File: src/design/multi_queue_shared_buffer_top_assert.svh
// Assertion macros for the checks in the top level of this block.
`ifndef MULTI_QUEUE_SHARED_BUFFER_TOP_ASSERT_SVH
`define MULTI_QUEUE_SHARED_BUFFER_TOP_ASSERT_SVH

// Same-cycle implication, sampled on clk, off while rst_n is low.
`define MQSB_ASSERT_IMP(lbl, ante, cons, msg) \
  lbl: assert property (@(posedge clk) disable iff (!rst_n) (ante) |-> (cons)) \
    else $error(msg);

// Next-cycle implication, sampled on clk, off while rst_n is low.
`define MQSB_ASSERT_NXT(lbl, ante, cons, msg) \
  lbl: assert property (@(posedge clk) disable iff (!rst_n) (ante) |=> (cons)) \
    else $error(msg);

`endif

File: src/design/mqsb_pkg.sv
`timescale 1ns / 1ps

package mqsb_pkg;

  // Default sizing
  localparam int NUM_SLOTS_DEF  = 16;
  localparam int NUM_QUEUES_DEF = 4;

  // Fixed field widths
  localparam int DATA_W   = 32;
  localparam int QID_W    = 2;
  localparam int STATUS_W = 2;

  // Operation codes
  localparam logic MODE_ENQ = 1'b0;
  localparam logic MODE_DEQ = 1'b1;

  // Result status codes
  localparam logic [STATUS_W-1:0] ST_OK    = 2'd0;
  localparam logic [STATUS_W-1:0] ST_FULL  = 2'd1;
  localparam logic [STATUS_W-1:0] ST_EMPTY = 2'd2;

  // Controller states
  typedef enum logic [2:0] {
    S_INIT,
    S_IDLE,
    S_LOOK,
    S_ENQ_TERM,
    S_DEQ_DONE,
    S_RESP
  } state_t;

  // Commands from controller to datapath
  typedef struct packed {
    logic                init_wr;
    logic                take;
    logic                enq_commit;
    logic                enq_term;
    logic                deq_fetch;
    logic                deq_commit;
    logic                st_wr;
    logic [STATUS_W-1:0] st_code;
    logic                out_load;
  } cmd_t;

  // Status from datapath to controller
  typedef struct packed {
    logic init_done;
    logic mode_deq;
    logic q_ok;
    logic free_ok;
    logic head_ok;
    logic out_free;
  } sts_t;

endpackage

File: src/design/mqsb_ram.sv
`timescale 1ns / 1ps

module mqsb_ram #(
  parameter int WIDTH = 8,
  parameter int DEPTH = 16,
  parameter int AW    = (DEPTH > 1) ? $clog2(DEPTH) : 1
) (
  input  logic             clk,
  input  logic             wr_en,
  input  logic [AW-1:0]    wr_addr,
  input  logic [WIDTH-1:0] wr_data,
  input  logic             rd_en,
  input  logic [AW-1:0]    rd_addr,
  output logic [WIDTH-1:0] rd_data
);

  logic [WIDTH-1:0] mem_r [DEPTH];
  logic [WIDTH-1:0] rd_data_r;

  // One write port, one registered read port; read data holds when idle
  always_ff @(posedge clk) begin
    if (wr_en) begin
      mem_r[wr_addr] <= wr_data;
    end
    if (rd_en) begin
      rd_data_r <= mem_r[rd_addr];
    end
  end

  assign rd_data = rd_data_r;

endmodule

File: src/design/mqsb_ctrl.sv
`timescale 1ns / 1ps

module mqsb_ctrl import mqsb_pkg::*; (
  input  logic clk,
  input  logic rst_n,
  input  logic in_tvalid,
  output logic in_tready,
  input  sts_t sts,
  output cmd_t cmd
);

  state_t state_r, state_nxt;

  // State register
  always_ff @(posedge clk) begin
    if (!rst_n) begin
      state_r <= S_INIT;
    end else begin
      state_r <= state_nxt;
    end
  end

  // Next state and commands
  always_comb begin
    state_nxt   = state_r;
    cmd         = '0;
    cmd.st_code = ST_OK;
    in_tready   = 1'b0;
    case (state_r)
      S_INIT: begin
        cmd.init_wr = 1'b1;
        if (sts.init_done) begin
          state_nxt = S_IDLE;
        end
      end
      S_IDLE: begin
        in_tready = 1'b1;
        if (in_tvalid) begin
          cmd.take  = 1'b1;
          state_nxt = S_LOOK;
        end
      end
      S_LOOK: begin
        if (sts.mode_deq) begin
          if (sts.q_ok && sts.head_ok) begin
            cmd.deq_fetch = 1'b1;
            state_nxt     = S_DEQ_DONE;
          end else begin
            cmd.st_wr   = 1'b1;
            cmd.st_code = ST_EMPTY;
            state_nxt   = S_RESP;
          end
        end else begin
          if (sts.q_ok && sts.free_ok) begin
            cmd.enq_commit = 1'b1;
            state_nxt      = S_ENQ_TERM;
          end else begin
            cmd.st_wr   = 1'b1;
            cmd.st_code = ST_FULL;
            state_nxt   = S_RESP;
          end
        end
      end
      S_ENQ_TERM: begin
        cmd.enq_term = 1'b1;
        cmd.st_wr    = 1'b1;
        cmd.st_code  = ST_OK;
        state_nxt    = S_RESP;
      end
      S_DEQ_DONE: begin
        cmd.deq_commit = 1'b1;
        cmd.st_wr      = 1'b1;
        cmd.st_code    = ST_OK;
        state_nxt      = S_RESP;
      end
      S_RESP: begin
        if (sts.out_free) begin
          cmd.out_load = 1'b1;
          state_nxt    = S_IDLE;
        end
      end
      default: begin
        state_nxt = S_INIT;
      end
    endcase
  end

endmodule

File: src/design/mqsb_dp.sv
`timescale 1ns / 1ps

module mqsb_dp import mqsb_pkg::*; #(
  parameter int NUM_SLOTS  = NUM_SLOTS_DEF,
  parameter int NUM_QUEUES = NUM_QUEUES_DEF
) (
  input  logic                clk,
  input  logic                rst_n,
  input  cmd_t                cmd,
  output sts_t                sts,
  input  logic                in_mode,
  input  logic [QID_W-1:0]    in_queue_id,
  input  logic [DATA_W-1:0]   in_data,
  output logic                out_tvalid,
  input  logic                out_tready,
  output logic [DATA_W-1:0]   out_data,
  output logic [STATUS_W-1:0] out_status
);

  localparam int SW   = $clog2(NUM_SLOTS);
  localparam int LW   = $clog2(NUM_SLOTS + 1);
  localparam int QW   = (NUM_QUEUES > 1) ? $clog2(NUM_QUEUES) : 1;
  localparam int QIW  = (QW > QID_W) ? QW : QID_W;
  localparam int MAXD = (NUM_SLOTS > NUM_QUEUES) ? NUM_SLOTS : NUM_QUEUES;
  localparam int CW   = $clog2(MAXD);

  localparam logic [LW-1:0]  LINK_NULL = LW'(NUM_SLOTS);
  localparam logic [QIW:0]   NQ_LIM    = (QIW + 1)'(NUM_QUEUES);
  localparam logic [CW:0]    NS_LIM    = (CW + 1)'(NUM_SLOTS);
  localparam logic [CW:0]    NQ_INIT   = (CW + 1)'(NUM_QUEUES);
  localparam logic [CW-1:0]  CNT_LAST  = CW'(MAXD - 1);

  // Registers
  logic [CW-1:0]       init_cnt_r, init_cnt_nxt;
  logic                mode_r, mode_nxt;
  logic [QID_W-1:0]    q_r, q_nxt;
  logic [DATA_W-1:0]   din_r, din_nxt;
  logic [SW-1:0]       slot_r, slot_nxt;
  logic [LW-1:0]       free_head_r, free_head_nxt;
  logic [STATUS_W-1:0] res_st_r, res_st_nxt;
  logic [DATA_W-1:0]   res_data_r, res_data_nxt;
  logic                out_valid_r, out_valid_nxt;
  logic [STATUS_W-1:0] out_st_r, out_st_nxt;
  logic [DATA_W-1:0]   out_data_r, out_data_nxt;

  // Memory ports
  logic              link_we, link_re;
  logic [SW-1:0]     link_wa, link_ra;
  logic [LW-1:0]     link_wd, link_rd;
  logic              data_we, data_re;
  logic [SW-1:0]     data_wa, data_ra;
  logic [DATA_W-1:0] data_rd;
  logic              head_we;
  logic [QW-1:0]     head_wa;
  logic [LW-1:0]     head_wd, head_rd;
  logic              tail_we;
  logic [SW-1:0]     tail_rd;

  logic [QIW-1:0] q_in_w, q_r_w;
  logic [QW-1:0]  q_rd_addr, q_wr_addr;
  logic           init_slot, init_queue;
  logic           head_ok;

  assign q_in_w     = QIW'(in_queue_id);
  assign q_r_w      = QIW'(q_r);
  assign q_rd_addr  = q_in_w[QW-1:0];
  assign q_wr_addr  = q_r_w[QW-1:0];
  assign init_slot  = {1'b0, init_cnt_r} < NS_LIM;
  assign init_queue = {1'b0, init_cnt_r} < NQ_INIT;
  assign head_ok    = head_rd != LINK_NULL;

  // Status towards the controller
  assign sts.init_done = init_cnt_r == CNT_LAST;
  assign sts.mode_deq  = mode_r == MODE_DEQ;
  assign sts.q_ok      = {1'b0, q_r_w} < NQ_LIM;
  assign sts.free_ok   = free_head_r != LINK_NULL;
  assign sts.head_ok   = head_ok;
  assign sts.out_free  = !out_valid_r || out_tready;

  // Link store: init chain, tail append, terminate new tail, free push
  always_comb begin
    link_we = 1'b0;
    link_wa = slot_r;
    link_wd = LINK_NULL;
    if (cmd.init_wr) begin
      link_we = init_slot;
      link_wa = SW'(init_cnt_r);
      link_wd = LW'(init_cnt_r) + LW'(1);
    end else if (cmd.enq_commit) begin
      link_we = head_ok;
      link_wa = tail_rd;
      link_wd = free_head_r;
    end else if (cmd.enq_term) begin
      link_we = 1'b1;
    end else if (cmd.deq_commit) begin
      link_we = 1'b1;
      link_wd = free_head_r;
    end
    link_re = cmd.take || cmd.deq_fetch;
    link_ra = cmd.deq_fetch ? head_rd[SW-1:0] : free_head_r[SW-1:0];
  end

  // Data store
  assign data_we = cmd.enq_commit;
  assign data_wa = free_head_r[SW-1:0];
  assign data_re = cmd.deq_fetch;
  assign data_ra = head_rd[SW-1:0];

  // Queue head and tail stores
  always_comb begin
    head_we = 1'b0;
    head_wa = q_wr_addr;
    head_wd = free_head_r;
    if (cmd.init_wr) begin
      head_we = init_queue;
      head_wa = QW'(init_cnt_r);
      head_wd = LINK_NULL;
    end else if (cmd.enq_commit) begin
      head_we = !head_ok;
    end else if (cmd.deq_commit) begin
      head_we = 1'b1;
      head_wd = link_rd;
    end
  end

  assign tail_we = cmd.enq_commit;

  mqsb_ram #(.WIDTH(LW), .DEPTH(NUM_SLOTS), .AW(SW)) u_link (
    .clk(clk), .wr_en(link_we), .wr_addr(link_wa), .wr_data(link_wd),
    .rd_en(link_re), .rd_addr(link_ra), .rd_data(link_rd)
  );

  mqsb_ram #(.WIDTH(DATA_W), .DEPTH(NUM_SLOTS), .AW(SW)) u_data (
    .clk(clk), .wr_en(data_we), .wr_addr(data_wa), .wr_data(din_r),
    .rd_en(data_re), .rd_addr(data_ra), .rd_data(data_rd)
  );

  mqsb_ram #(.WIDTH(LW), .DEPTH(NUM_QUEUES), .AW(QW)) u_head (
    .clk(clk), .wr_en(head_we), .wr_addr(head_wa), .wr_data(head_wd),
    .rd_en(cmd.take), .rd_addr(q_rd_addr), .rd_data(head_rd)
  );

  mqsb_ram #(.WIDTH(SW), .DEPTH(NUM_QUEUES), .AW(QW)) u_tail (
    .clk(clk), .wr_en(tail_we), .wr_addr(q_wr_addr), .wr_data(free_head_r[SW-1:0]),
    .rd_en(cmd.take), .rd_addr(q_rd_addr), .rd_data(tail_rd)
  );

  // Next values of the working registers
  always_comb begin
    init_cnt_nxt  = init_cnt_r;
    mode_nxt      = mode_r;
    q_nxt         = q_r;
    din_nxt       = din_r;
    slot_nxt      = slot_r;
    free_head_nxt = free_head_r;
    res_st_nxt    = res_st_r;
    res_data_nxt  = res_data_r;
    out_valid_nxt = out_valid_r;
    out_st_nxt    = out_st_r;
    out_data_nxt  = out_data_r;

    if (cmd.init_wr && !sts.init_done) begin
      init_cnt_nxt = init_cnt_r + CW'(1);
    end
    if (cmd.take) begin
      mode_nxt = in_mode;
      q_nxt    = in_queue_id;
      din_nxt  = in_data;
    end
    // Slot in flight: free-list head for enqueue, queue head for dequeue
    if (cmd.enq_commit) begin
      slot_nxt      = free_head_r[SW-1:0];
      free_head_nxt = link_rd;
    end
    if (cmd.deq_fetch) begin
      slot_nxt = head_rd[SW-1:0];
    end
    if (cmd.deq_commit) begin
      free_head_nxt = LW'(slot_r);
    end
    if (cmd.st_wr) begin
      res_st_nxt   = cmd.st_code;
      res_data_nxt = cmd.deq_commit ? data_rd : '0;
    end
    // Output word register
    if (cmd.out_load) begin
      out_valid_nxt = 1'b1;
      out_st_nxt    = res_st_r;
      out_data_nxt  = res_data_r;
    end else if (out_tready) begin
      out_valid_nxt = 1'b0;
    end
  end

  // Control registers
  always_ff @(posedge clk) begin
    if (!rst_n) begin
      init_cnt_r  <= '0;
      free_head_r <= '0;
      out_valid_r <= 1'b0;
    end else begin
      init_cnt_r  <= init_cnt_nxt;
      free_head_r <= free_head_nxt;
      out_valid_r <= out_valid_nxt;
    end
  end

  // Payload registers
  always_ff @(posedge clk) begin
    mode_r     <= mode_nxt;
    q_r        <= q_nxt;
    din_r      <= din_nxt;
    slot_r     <= slot_nxt;
    res_st_r   <= res_st_nxt;
    res_data_r <= res_data_nxt;
    out_st_r   <= out_st_nxt;
    out_data_r <= out_data_nxt;
  end

  assign out_tvalid = out_valid_r;
  assign out_data   = out_data_r;
  assign out_status = out_st_r;

endmodule

File: src/design/multi_queue_shared_buffer_top.sv
// Several FIFO queues sharing one slot store, each queue a linked list, with
// unused slots kept on a free list.
// Input channel (in_*): one word per operation. in_tuser carries the opcode
// (enqueue or dequeue) and the queue number; in_tdata carries the value.
// Result channel (out_*): exactly one word per operation, in order. out_tdata
// is the dequeued value (zero otherwise), out_tuser the status: ok, store
// full on enqueue, or queue empty on dequeue.
// Timing: an accepted word goes from S_LOOK through S_ENQ_TERM or S_DEQ_DONE
// to S_RESP on success, straight to S_RESP on failure; S_RESP loads the
// result into the output register. The limit is the link store, with one
// write port and a registered read, which each successful operation reads
// and then writes (twice for an enqueue onto a non-empty queue).
// One operation is in flight at a time; in_tready is high only when the
// sequencer is idle. A finished result sits in the output register, so the
// next word is taken while it waits for out_tready; when the receiver stalls
// longer, the following result waits in the sequencer and in_tready drops.
// Reset: rst_n (synchronous, active low) starts a sweep of the init counter
// up to max(NUM_SLOTS, NUM_QUEUES) - 1 that chains every slot onto the free
// list and empties every queue; in_tready stays low until it ends.
`timescale 1ns / 1ps
`include "multi_queue_shared_buffer_top_assert.svh"

module multi_queue_shared_buffer_top import mqsb_pkg::*; #(
  parameter int NUM_SLOTS  = NUM_SLOTS_DEF,
  parameter int NUM_QUEUES = NUM_QUEUES_DEF
) (
  input  logic                     clk,
  input  logic                     rst_n,
  input  logic                     in_tvalid,
  output logic                     in_tready,
  input  logic [DATA_W-1:0]        in_tdata,   // [31:0] data_in
  input  logic [QID_W:0]           in_tuser,   // [0] mode, [2:1] queue_id
  output logic                     out_tvalid,
  input  logic                     out_tready,
  output logic [DATA_W-1:0]        out_tdata,  // [31:0] data_out
  output logic [STATUS_W-1:0]      out_tuser   // [1:0] status
);

  cmd_t cmd;
  sts_t sts;

  mqsb_ctrl u_ctrl (
    .clk       (clk),
    .rst_n     (rst_n),
    .in_tvalid (in_tvalid),
    .in_tready (in_tready),
    .sts       (sts),
    .cmd       (cmd)
  );

  mqsb_dp #(
    .NUM_SLOTS  (NUM_SLOTS),
    .NUM_QUEUES (NUM_QUEUES)
  ) u_dp (
    .clk         (clk),
    .rst_n       (rst_n),
    .cmd         (cmd),
    .sts         (sts),
    .in_mode     (in_tuser[0]),
    .in_queue_id (in_tuser[QID_W:1]),
    .in_data     (in_tdata),
    .out_tvalid  (out_tvalid),
    .out_tready  (out_tready),
    .out_data    (out_tdata),
    .out_status  (out_tuser)
  );

  // Checks
  `MQSB_ASSERT_IMP(a_load_free, cmd.out_load, sts.out_free, "result loaded over a held word")
  `MQSB_ASSERT_IMP(a_enq_ok, cmd.enq_commit, sts.q_ok && sts.free_ok && !sts.mode_deq,
                   "enqueue committed without a free slot")
  `MQSB_ASSERT_IMP(a_deq_ok, cmd.deq_fetch, sts.q_ok && sts.head_ok && sts.mode_deq,
                   "dequeue fetched from an empty queue")
  `MQSB_ASSERT_NXT(a_one_flight, in_tvalid && in_tready, !in_tready && !cmd.out_load,
                   "second word taken while one is in flight")

endmodule
File: config.mk
export PLATFORM = sky130hd
export DESIGN_NAME = multi_queue_shared_buffer_top
export DESIGN_NICKNAME = d
export VERILOG_FILES = /design/src/design/mqsb_pkg.sv /design/src/design/mqsb_ram.sv /design/src/design/mqsb_ctrl.sv /design/src/design/mqsb_dp.sv /design/src/design/multi_queue_shared_buffer_top.sv
export VERILOG_INCLUDE_DIRS = /design/src /design/src/design
export SDC_FILE = /design/constraint.sdc
export NUM_CORES = 1
export LEC_CHECK = 0
export ABC_AREA = 0
export BUFFER_PORTS_ARGS = -buffer_cell sky130_fd_sc_hd__buf_2
export CAP_MARGIN = 25
export CORE_MARGIN = 4
export CORE_UTILIZATION = 55
export DETAILED_ROUTE_END_ITERATION = 10
export PLACE_DENSITY = 0.75
export SKIP_CTS_REPAIR_TIMING = 1
export SYNTH_ARGS = -nofsm -noshare
export SYNTH_HDL_FRONTEND = slang
export SYNTH_SLANG_ARGS = --single-unit
File: constraint.sdc
create_clock -name clk -period 9.5 [get_ports clk]
set_input_delay 0 -clock clk [delete_from_list [all_inputs] [get_ports clk]]
set_output_delay 0 -clock clk [all_outputs]
set_load 0.03 [all_outputs]
# == Yosys cells after proc, flatten, opt, wreduce, memory -nomap -nowiden ==
# Memories as Yosys holds them, arrays and structs flattened. A register that Yosys moved wholly into a read port is not among the register bits.
# Index checks and enable logic that the tools add are counted.
# word_totals
output_inout_bits,36
reg_bits,120
memories,4
wordCells,99
in_bits,39
ramBits,628
# op_classes
mux,54
n_eq_ne,11
n_lt_le_gt_ge,1
add_sub_neg,2
bitwise,1
n_reduce_logical,13
# mem_list
memory,words,word_bits,read_ports,rd_clocked_by_memory_dff,write_ports,line_no,source
u_dp.u_data.mem_r,16,32,1,1,1,mqsb_ram.sv:17,logic [WIDTH-1:0] mem_r [DEPTH];
u_dp.u_link.mem_r,16,5,1,1,1,mqsb_ram.sv:17,
u_dp.u_head.mem_r,4,5,1,1,1,mqsb_ram.sv:17,
u_dp.u_tail.mem_r,4,4,1,1,1,mqsb_ram.sv:17,
# op_table
cell,count
2-to-1 mux 5 bit,7
2-to-1 mux 1 bit,29
2-to-1 mux 4 bit,7
2-to-1 mux 3 bit,8
case mux 3 bit (5 select lines),1
!= test 5 bit (second input constant),2
equality test 3 x 2 -> 1 bit (second input constant),2
equality test 3 bit (second input constant),2
case mux 3 bit (2 select lines),1
nonzero test 2 bit,3
adder 4 x 1 -> 5 bit (second input constant),1
adder 4 x 1 -> 4 bit (second input constant),1
equality test 4 bit (second input constant),1
less-than comparator 4 x 3 -> 1 bit (second input constant),1
!= test 2 bit (second input constant),2
OR reduction 2 bit,2
equality test 3 x 1 -> 1 bit (second input constant),1
zero test 1 bit,3
zero test 3 bit,1
AND reduction 3 bit,1
logical OR 1 bit,2
2-to-1 mux 2 bit,1
!= test 2 x 1 -> 1 bit (second input constant),1
logical AND 1 bit,1
NOT 1 bit,1

# == Logic depth before layout (Yosys ltp) ==
# depth
ltp_word,8
mapped_depth,8
mapped_depth_nobuf,7

# == By module ==
# From an unflattened synthesis, not the netlist that was laid out.
# unflattened
hier_cells,1348
hier_area_um2,29703.5
# by_module_without_submodules
mod,seq_area_each_um2,area_per_inst_um2,cells_per_inst,n_inst
mqsb_ram (u_dp.u_data),16335.7,20155.6,838,1
mqsb_dp,3413.3,4351.7,253,1
mqsb_ram (u_dp.u_link),2552.4,3263.1,155,1
mqsb_ram (u_dp.u_head),750.7,905.9,35,1
mqsb_ram (u_dp.u_tail),600.6,737.0,28,1
mqsb_ctrl,60.1,290.3,39,1

# == Worst setup path before layout ==
# Ideal clock, no wire load.
# synth_timing
kind,flip-flop to flip-flop
startpoint,register u_dp.free_head_r[0]
endpoint,register u_dp.res_data_r[0] (enable)
n_path_buf,1
path_slack_ns,5.384
setup_ns,0.472
arrival_time_ns,3.644
required_ns,9.028
period_less_slack_ns,4.116
path_stages_with_launch,7
cell_sequence,dfxtp_1 buf_2 nor4_1 nand2_1 nand2b_1 a21oi_1 o21ai_0
# synth_rtl
item,line_no,source
start: declaration,mqsb_dp.sv:39,"logic [LW-1:0] free_head_r, free_head_nxt;"
start signal: assignment,mqsb_dp.sv:203,free_head_r <= free_head_nxt;
end signal: assignment,mqsb_dp.sv:215,res_data_r <= res_data_nxt;
end: declaration,mqsb_dp.sv:41,"logic [DATA_W-1:0] res_data_r, res_data_nxt;"

# == Worst setup path after layout ==
# layout_timing
startpoint,"register u_dp.u_head.rd_data_r[0] (netlist: u_dp.u_head.rd_data[0]), read port of u_dp.u_head.mem_r"
endpoint,"register u_dp.u_data.rd_data_r[2] (netlist: u_dp.u_data.rd_data[2]), read port of u_dp.u_data.mem_r (data pin)"
# layout_between
elab_chain_cells,4
# layout_rtl
item,line_no,source
start: declaration,mqsb_ram.sv:18,logic [WIDTH-1:0] rd_data_r;
!= test 5 bit,mqsb_dp.sv:70,assign head_ok = head_rd != LINK_NULL;
2-to-1 mux 1 bit,mqsb_ctrl.sv:45,if (sts.q_ok && sts.head_ok) begin
2-to-1 mux 1 bit,mqsb_ctrl.sv:44,if (sts.mode_deq) begin
2-to-1 mux 1 bit,mqsb_ctrl.sv:29,case (state_r)
end: declaration,mqsb_ram.sv:18,
# Several ways; a longest one is shown, not always the timed one.
# A chain may end at the register's enable or synchronous reset.

==> flow_metrics.py <==
metrics = {
    "status": {
        "outcome": "finished clean",
    },
    "power_and_ir_drop": {
        "p_seq_share_pct": 55.1,
        "internal_power_w": 0.00560,
        "powerDensity_nw_per_um2": 202,
        "p_leak_nw": 11.5,
        "swShare_pct": 19.3,
        "switchingPower_w": 0.00134,
        "pwr-share-comb_pct": 1.1,
        "clock_power_share_pct": 43.8,
        "peakVddDrop_mv": 0.142,
    },
    "run": {
        "cap_violations": 0,
    },
    "placement": {
        "dp_hpwl_um": 34500,
        "dpl_cell_area_um2": 31400,
        "io_buffers": 74,
        "gp_congestion": 0.825,
        "preCtsSetupSlack_ps": 5350,
    },
    "synthesis": {
        "synthArstFlopShare_pct": 0,
        "synth_top_area_share_pct": 78.4,
        "yosysSeqAreaShare_pct": 79.2,
        "synth_area_um2": 29900,
        "netlist_instances": 1449,
        "synthDistinctLibCells": 57,
        "synth_ff_type": "edfxtp_1",
        "ys_top_cells_by_area": "edfxtp_1, mux4_2, mux2i_1, mux2_2, o22ai_1",
        "yosysTopAreaCell": "edfxtp_1",
        "syn_avg_cell_area_um2": 20.7,
        "ys_ff_latch": 794,
        "ys_warn_count": 0,
        "synth_edf_count": 781,
        "syn-num-nets": 1489,
    },
    "sta": {
        "max_freq_mhz": 264,
        "slew_viol_final": 0,
        "relSlewSlack_pct": 33.8,
        "fin_crit_ps": 3790,
        "finalSetupTns_ps": 0,
        "setup_viol": 0,
        "worst_hold_slack_ps": 93.0,
        "post-route-period-util_pct": 39.8,
        "hold_viol_final": 0,
        "fin_skew_ps": 25.8,
        "rsz0062_at_grt": "false",
        "tightest_slew_ps": 994,
        "setup_ws_ps": 5710,
    },
    "clocking": {
        "cts_tree": "done",
        "cts-root-buf": "clkbuf_16",
        "cts_buffers": 79,
        "clock_latency_ps": 620,
        "clock_sinks": 794,
        "cts_max_path_buffers": 3,
        "htreeDepth": 3,
        "clkTransAtPathRegs_ps": 60,
    },
    "routing": {
        "antenna_left": 0,
        "drtIter0Drc": 1684,
        "vias": 14856,
        "drc_errors": 0,
        "routedWlPerCell_um": 27.5,
        "routed_via_density": 6.27,
        "wl_um": 65100,
        "first_pass_iters": 5,
    },
    "hold_path": {
        "hp-start": "in_tdata[0]",
        "hold_depth": 2,
        "hold_path_class": "input pin to flop",
        "min_to": "u_dp.din_r[0]",
    },
    "worst_setup_path": {
        "cp.required_ps": 9870,
        "r2r_start": "u_dp.u_head.rd_data[0]",
        "arrival_ps": 4150,
        "startpoint_type": "flop",
        "crit_path_max_fanout": 49,
        "reg2reg_depth": 6,
        "worstSetupPathType": "flop to flop",
        "crit_path_end_kind": "flop",
        "reg2reg_slack_ps": 5710,
        "r2r-end": "u_dp.u_data.rd_data[2]",
    },
    "cells_and_area": {
        "drive_gt1_share_pct": 24.3,
        "finalNetCount": 1650,
        "regArea_um2": 23700,
        "diodes": 0,
        "fin_util_pct": 63.9,
        "fillers": 3487,
        "area_growth_pct": 14.9,
        "multiInputGateArea_um2": 6020,
        "fin_area_um2": 34400,
    },
    "grt": {
        "antenna_found_initial": 0,
        "grt_pass1_wl_um": 95800,
        "grt.total_usage_pct": 22.4,
        "first_global_vias": 14830,
        "gr-total-overflow": 0,
        "grt_max_degree": 65,
    },
    "floorplanning": {
        "dieArea_um2": 58200,
        "die_w_um": 241,
        "ios": 75,
        "fp-row-count": 85,
        "core-area_um2": 53800,
        "die_y_um": 241,
        "initial_core_util_pct": 55.6,
    },
}
-- power groups by stage --
| stage | clock, W | sequential, W | combinational (W) |
|---|---|---|---|
| 3_5_place_dp | 0 | 0.00390 | 0.0000602 |
| 2_1_floorplan | 0 | 0.00390 | 0.0000345 |
| 3_3_place_gp | 0 | 0.00390 | 0.0000587 |
| 6_report | 0.00304 | 0.00382 | 0.0000730 |
| 5_1_grt | 0.00324 | 0.00382 | 0.0000795 |
| 4_1_cts | 0.00309 | 0.00382 | 0.0000609 |
-- logic make-up (layout without fill, tap and decap cells) --
| kind of cell | after synthesis | after routing | share of synthesized area (%) |
|---|---|---|---|
| flops | 794 | 794 | 79.2 |
| mux | 238 | 238 | 12.9 |
| simple gates | 203 | 203 | 3.52 |
| compound gates | 128 | 128 | 3.08 |
| buf+inv | 82 | 305 | 1.17 |
| xor+xnor | 3 | 3 | 0.0878 |
| fa+ha+maj | 1 | 1 | 0.0418 |
-- layout make-up --
class                           count  area share [%]
Sequential cell                   794            69.0
Multi-Input combinational cell    573            17.5
Clock buffer                       95            5.99
Timing Repair Buffer              154            3.48
Tap cell                          696            2.53
Clock inverter                     48            1.42
Inverter                            8          0.0873
-- per-layer routing --
layer | vias to the layer above | wire length, um | part of all wire [%] | GRT usage (%)
li1 | 6298 | - | - | -
met1 | 7660 | 25900 | 40 | 31.5
met2 | 751 | 31900 | 49 | 35.9
met3 | 147 | 5320 | 8.2 | 4.34
met4 | 0 | 2040 | 3.1 | 7.86
met5 | - | 0 | 0 | 0
-- registers in the layout (all words and copies together), names as in the netlist, 3 cells and up --
signal and cells:
u_dp.u_data.mem_r 512, u_dp.u_link.mem_r 80, u_dp.din_r 32, u_dp.out_data 32
u_dp.res_data_r 32, u_dp.u_data.rd_data 32, u_dp.u_head.mem_r 20, u_dp.u_tail.mem_r 16
u_dp.free_head_r 5, u_dp.u_head.rd_data 5, u_dp.u_link.rd_data 5, u_dp.init_cnt_r 4
u_dp.slot_r 4, u_dp.u_tail.rd_data 4, u_ctrl.state_r 3
-- cell usage after synthesis (3+ instances only) --
cell type / instances
a31oi_1: 3
nor3_1: 9
nand2_1: 49
mux2i_1: 96
mux4_2: 115
a311oi_1: 4
nor2_1: 50
nand3_1: 10
nand3b_1: 6
mux2_2: 27
o21ai_0: 16
nor3b_1: 5
a221o_1: 27
buf_2: 19
clkbuf_1: 42
or4_1: 5
or3_1: 3
o22ai_1: 47
and3_1: 35
dfxtp_1: 13
a21oi_1: 13
edfxtp_1: 781
a21oi_2: 3
buf_1: 10
or2_2: 6
nor2b_1: 3
nand2b_1: 10
inv_1: 8
-- placed cells by master (no fill, tap or decap), drive strengths merged, types with 5 or more instances in the layout --
cell / synthesis / layout
a21oi: 16 / 16
a221o: 27 / 27
and3: 35 / 35
buf: 32 / 115
bufinv: 0 / 7
clkbuf: 42 / 95
clkinv: 0 / 34
clkinvlp: 0 / 5
dfxtp: 13 / 13
dlygate4sd3: 0 / 39
edfxtp: 781 / 781
inv: 8 / 10
mux2: 27 / 27
mux2i: 96 / 96
mux4: 115 / 115
nand2: 49 / 49
nand2b: 10 / 10
nand3: 10 / 10
nand3b: 6 / 6
nor2: 50 / 50
nor3: 9 / 9
nor3b: 5 / 5
o21ai: 19 / 19
o22ai: 47 / 47
or2: 7 / 7
or4: 6 / 6
-- worst max-delay path, cell delays in order, from the launching register on --
cell and delay, ps:
edfxtp_1 830, buf_4 810, buf_4 290, buf_16 320, mux4_2 580, mux2_2 280, a221o_1 310
-- worst max path at each step --
stage	startpoint	end	slack [ps]
finish	u_dp.u_head.rd_data[0]	u_dp.u_data.rd_data[2]	5710
global route	u_dp.u_head.rd_data[0]	u_dp.u_data.rd_data[5]	5510
CTS	u_dp.u_head.rd_data[0]	u_dp.u_data.rd_data[5]	5350
detailed placement	u_dp.u_head.rd_data[0]	u_dp.u_data.rd_data[1]	5350
global placement	u_dp.u_head.rd_data[0]	u_dp.u_data.rd_data[17]	5400
floorplan	u_dp.free_head_r[0]	u_dp.res_data_r[0]	5380
-- per-stage QoR --
stage                     std cells  total power (W)
after floorplan                1449          0.00393
after global placement         2177          0.00396
after detailed placement       2183          0.00396
after CTS                      2326          0.00698
after global routing           2368          0.00715
final                          2368          0.00694
(Power assumes the default switching activity.)
